File: config.mk
export PLATFORM = sky130hd
export DESIGN_NAME = cht_ctrl
export DESIGN_NICKNAME = d
export VERILOG_FILES = /design/src/hdl/cht_pkg.sv /design/src/hdl/cht_ctrl.sv
export SDC_FILE = /design/constraint.sdc
export NUM_CORES = 1
export LEC_CHECK = 0
export BUFFER_PORTS_ARGS = -buffer_cell sky130_fd_sc_hd__buf_4
export CAP_MARGIN = 20
export CORE_AREA = 3 3 40 42
export DETAILED_ROUTE_END_ITERATION = 8
export DIE_AREA = 0 0 43 45
export HOLD_SLACK_MARGIN = 0.05
export PLACE_DENSITY = 0.68
export SETUP_SLACK_MARGIN = 0.3
export SYNTH_ARGS = -nofsm -noshare
export SYNTH_HDL_FRONTEND = slang
export SYNTH_SLANG_ARGS = --single-unit
File: constraint.sdc
create_clock -name clock -period 1.7 [get_ports clock]
set_clock_uncertainty 0.1 [all_clocks]
set_input_delay 0.085 -clock clock [delete_from_list [all_inputs] [get_ports clock]]
set_output_delay 0.085 -clock clock [all_outputs]
set_load 0.1 [all_outputs]
File: src/hdl/cht_pkg.sv
// Package: sizes, command codes and shared control types for the chained hash table.
`default_nettype none
package cht_pkg;
   localparam int Buckets   = 64;
   localparam int Nodes     = 256;
   localparam int BktW      = $clog2(Buckets);
   localparam int NodeW     = $clog2(Nodes);
   localparam int PtrW      = NodeW + 1;
   localparam int CfgW      = 7;
   localparam int KeyW      = 32;
   localparam int ValW      = 32;
   localparam int CmdW      = 2;

   typedef enum logic [CmdW-1:0] {
      CMD_SET    = 2'd0,
      CMD_GET    = 2'd1,
      CMD_REMOVE = 2'd2,
      CMD_HAS    = 2'd3
   } cmd_type;

   // controller -> datapath
   typedef struct packed {
      logic load;       // capture request, start modulo
      logic mod_step;   // one subtract step of key modulo
      logic head_rd;    // read bucket head into cursor
      logic node_rd;    // issue node read at cursor
      logic advance;    // prev <= cur, cur <= next
      logic free_step;  // scan one pool entry for a free node
      logic do_write;   // apply the update for the command
      logic rsp_load;   // load result register
   } ctl_type;

   // datapath -> controller
   typedef struct packed {
      logic mod_done;
      logic cur_null;
      logic key_match;
      logic walk_limit;
      logic free_found;
      logic free_end;
   } sts_type;
endpackage
`default_nettype wire

File: src/hdl/cht_ctrl.sv
// Controller state machine: sequences modulo, chain walk, free search and update.
`default_nettype none
module cht_ctrl (
   input  wire logic              clock,
   input  wire logic              reset,
   input  wire logic              req_valid,
   output logic                   req_ready,
   input  wire logic [1:0]        cmd,
   input  wire logic              rsp_busy,
   output cht_pkg::ctl_type       ctl,
   input  wire cht_pkg::sts_type  sts
);
   import cht_pkg::*;

   typedef enum logic [7:0] {
      S_IDLE  = 8'b0000_0001,
      S_MOD   = 8'b0000_0010,
      S_HEAD  = 8'b0000_0100,
      S_RD    = 8'b0000_1000,
      S_CHK   = 8'b0001_0000,
      S_FREE  = 8'b0010_0000,
      S_WR    = 8'b0100_0000,
      S_RSP   = 8'b1000_0000
   } state_type;

   state_type state_ff, state_in;

   always_comb begin
      state_in  = state_ff;
      ctl       = '0;
      req_ready = 1'b0;
      case (state_ff)
         S_IDLE: begin
            req_ready = 1'b1;
            if (req_valid) begin
               ctl.load = 1'b1;
               state_in = S_MOD;
            end
         end
         S_MOD: begin
            if (sts.mod_done) state_in = S_HEAD;
            else ctl.mod_step = 1'b1;
         end
         S_HEAD: begin
            ctl.head_rd = 1'b1;
            state_in    = S_RD;
         end
         S_RD: begin
            if (sts.cur_null || sts.walk_limit) begin
               state_in = (cmd == CMD_SET) ? S_FREE : S_WR;
            end else begin
               ctl.node_rd = 1'b1;
               state_in    = S_CHK;
            end
         end
         S_CHK: begin
            if (sts.key_match) state_in = S_WR;
            else begin
               ctl.advance = 1'b1;
               state_in    = S_RD;
            end
         end
         S_FREE: begin
            if (sts.free_found || sts.free_end) state_in = S_WR;
            else ctl.free_step = 1'b1;
         end
         S_WR: begin
            if (!rsp_busy) begin
               ctl.do_write = 1'b1;
               ctl.rsp_load = 1'b1;
               state_in     = S_RSP;
            end
         end
         S_RSP: begin
            state_in = S_IDLE;
         end
         default: state_in = S_IDLE;
      endcase
   end

   always_ff @(posedge clock) begin
      if (reset) state_ff <= S_IDLE;
      else       state_ff <= state_in;
   end
endmodule
`default_nettype wire

## Word-level counts from Yosys, hierarchy flattened

Cells that the tools add are included.

| storage, ports and cells | value |
|---|---|
| output and inout bits | 9 |
| register bits after elaboration | 8 |

| cells by class | value |
|---|---|
| eq/ne operators | 11 |
| multiplexer cells | 22 |
| reduce and logical (&&, ||, !) cells | 4 |

Operator list:

| kind | count |
|---|---|
| 8-bit one-hot mux with 7 select lines | 1 |
| 8-bit 2-to-1 mux | 4 |
| 7-bit 2-to-1 mux | 3 |
| 1-bit 2-to-1 mux | 12 |
| 8-bit by 1-bit equality test with 1-bit output (second input constant) | 1 |
| 8-bit by 2-bit equality test with 1-bit output (second input constant) | 1 |
| 8-bit by 3-bit equality test with 1-bit output (second input constant) | 1 |
| 8-bit by 4-bit equality test with 1-bit output (second input constant) | 1 |
| 8-bit by 5-bit equality test with 1-bit output (second input constant) | 1 |
| 8-bit by 6-bit equality test with 1-bit output (second input constant) | 1 |
| 8-bit by 7-bit equality test with 1-bit output (second input constant) | 1 |
| 2-bit != test (second input constant) | 4 |
| 2-bit 2-to-1 mux | 2 |
| 4-bit AND reduction | 1 |
| 2-bit zero test | 1 |
| 1-bit logical OR | 2 |

## Depth between registers and ports, before layout

| depth | value |
|---|---|
| word-level depth | 4 |
| depth in mapped cells | 4 |

## Least setup slack after synthesis

No wires, ideal clock.

| path | value |
|---|---|
| path kind | reg2out |
| from | reg state_ff[2] |
| to | out ctl[4] in the netlist's numbering |
| arrival time | 2,702 ps |
| required time | 1,515 ps |
| stages on the path, launching flop included | 4 |
| path slack | -1,187 ps |
| cell sequence | dfxtp_1 -> and2b_1 -> nand4_2 -> nor3_1 |

RTL lines:

| element | RTL line | source |
|---|---|---|
| from (decl) | cht_ctrl.sv:26 | `state_type state_ff, state_in;` |
| from (signal assigned) | cht_ctrl.sv:83 | `else state_ff <= state_in;` |
| to (decl) | cht_ctrl.sv:10 | `output cht_pkg::ctl_type ctl,` |

==> out/metrics.cfg <==
[drt]
route.detailed.drc=0
viasPerCell=5.68
dr.pass1.iters=4
drt-initial-drc-count=7
ant_nets=0
avgRoutedWirePerCell_um=17.5
routed_wl_um=1950
vias=630

[power]
swShare_pct=36.9
peakVddDrop_uv=536
p_int_uw=383
p_sw_uw=224
p_leak_nw=0.441
seq_power_share_pct=33.2
pwr-share-clk_pct=25.3
power.density_mw_per_mm2=568
p_comb_share_pct=41.4

[worst_hold_path]
hold_path.class=in -> reg

[timing]
maxSlewHeadroom_pct=74.0
rsz0062_at_grt=true
hold_violations=0
maxSlewViolCount=0
fmax_mhz=581
tightest_slew_ps=385
layout_setup_ws_ps=-21.6
period_share_pct=101
setup-violations-final=3
fin_setup_tns_ps=-63.3
min_period_ps=1720

[global_routing]
first_global_vias=625
grt_pass1_wl_um=2640
grt_use_total_pct=18.8
antenna_found_initial=0
grt_overflow_total=0
grt_max_degree=8

[yosys]
yosysSeqAreaShare_pct=30.2
synth_area_leaders=dfxtp_1 (30%), o21ba_1 (5.7%), nor2_1 (5.7%), nor4_4 (4.0%), nor2b_1 (3.5%)
synth_area_sq_um=531
syn_avg_cell_area_sq_um=8.70
syn_inst=61
synth_top_area_share_pct=30.2
synth_cell_types=33
ys_ff_latch=8
post-synth-top-area-cell=dfxtp_1
syn-num-nets=73
ys_warn_count=0

[layout]
fin_nets=110
layout.cells.non_filler=111
drive_gt1_share_pct=65.6
antenna_cells=0
largest_reg_flops=8
fill_cells=69
top_regs=state_ff (8)
top_register=state_ff
syn_to_final_growth_pct=101
finalCoreUtilization_pct=83.1

[clocking]
clkLatencyLatePin_ps=260
cts_tree=yes
clockBufferDepth=2
cts_buffers=3
clkSinkCount=8
ctsHtreeMaxLevel=1
clk_pin_slew_ps=60
root_buffer=clkbuf_4

[floorplan]
die_w_um=43
dieArea_sq_mm=0.00194
std_cell_rows=13
dieHeight_um=45
core_area_sq_mm=0.00128
initial_core_util_pct=41.3
io_pins=21

[setup_path]
worst_setup_path_end_kind=primary output
critPathRequiredTime_ps=1510
start_kind=flip-flop
crit_arrival_ps=1540
crit_type=reg -> out
path_max_fanout=3

[placement]
dp_cells=95
numPortBuffers=20
place.detailed.hpwl_um=1080
gp_congestion=0.775

[run_status]
status=complete, but fails checks
violations=negative setup slack

[run]
drv_cap=0

==> Yosys cell counts (all sizes together) <==
library cell	instances
a41oi	1
o31ai	3
nor4	4
and2b	1
a21oi	1
o21ai	2
o32ai	1
o21a	1
and4	1
dfxtp	8
inv	3
nor3b	1
nand2b	2
nand2	2
nor4b	1
buf	1
o21ba	3
nand3	2
and3	1
and2	1
nor3	4
o32a	1
nand4	2
nor2b	3
nor2	11
==> power groups by stage <==
stage	Sequential [mW]	Combinational (mW)	Clock (mW)
3_5_place_dp	0.209	0.177	0
3_3_place_gp	0.209	0.179	0
5_1_grt	0.202	0.262	0.171
4_1_cts	0.206	0.225	0.156
2_1_floorplan	0.207	0.128	0
6_report	0.201	0.251	0.154
==> metal layers <==
layer  part of all wire, %  track usage (%)  vias to the layer above  wire length [um]
li1                      -                -                      301                 -
met3                   4.3             7.17                        6                84
met5                     0                0                        -                 0
met2                    52             31.4                       16              1010
met1                    42             20.1                      307               820
met4                   1.5             12.0                        0                29
==> final cells by class <==
class | instances | area, sq um | area share (%)
Timing Repair Buffer | 33 | 353 | 33.1
Tap cell | 15 | 18.8 | 1.76
Sequential cell | 8 | 183 | 17.1
Multi-Input combinational cell | 49 | 479 | 44.9
Inverter | 3 | 11.3 | 1.06
Clock buffer | 3 | 22.5 | 2.11
==> stage by stage <==
| step | instance area (sq um) | hold WS (ps) | power, mW | setup slack (ps) |
|---|---|---|---|---|
| final | 1070 | 58.6 | 0.606 | -21.6 |
| after global routing | 1070 | 63.3 | 0.635 | -116 |
| after CTS | 966 | 59.6 | 0.587 | -1.01 |
| after floorplan | 612 | 61.4 | 0.335 | -395 |
| after global placement | 761 | 178 | 0.388 | 170 |
| after detailed placement | 761 | 180 | 0.387 | 145 |
==> cells in the final DEF (no fill, tap or decap), drive strengths merged <==
cell type / instances
and2: 1
o32ai: 1
inv: 3
nor2b: 3
a21oi: 1
o21a: 1
dlygate4sd3: 4
buf: 29
nand3: 2
dfxtp: 8
clkbuf: 3
nand2b: 2
nor3b: 1
and2b: 1
o31ai: 3
o21ba: 3
nor4: 4
and4: 1
o32a: 1
nand4: 2
nor2: 11
nand2: 2
nor4b: 1
a41oi: 1
o21ai: 2
nor3: 4
and3: 1
==> what timing repair did <==
item | 4_1_cts | 5_1_grt
gates resized for setup | 27 | 16
gates cloned | 0 | 0
setup buffers | 4 | 5
hold buffers | 4 | 0
endpoints found under the setup margin | 10 | 13
pin swaps | 6 | 8
endpoints found under the hold margin | 7 | 0
==> worst max-delay path, stage by stage, from the launching register on <==
cell and delay, ps:
dfxtp_4 370, nor4_4 350, nand3_2 180, nor2_4 190, buf_12 190
==> logic make-up after synthesis <==
family                 share of synthesized area, %
AO/OA/AOI/OAI                                  20.3
flip-flops                                     30.2
buffers and inverters                          3.54
AND/OR/NAND/NOR                                46.0
==> path summary, 6_finish.rpt <==
check / from / end / slack (ps) / cells after the start
max: state_ff[1] / ctl[1] / -20 / 4
min: cmd[0] / state_ff[5] / 60 / 3
max reg2reg: state_ff[1] / state_ff[6] / 140 / 5
min reg2reg: state_ff[4] / state_ff[4] / 560 / 3
(Power assumes the default switching activity.)
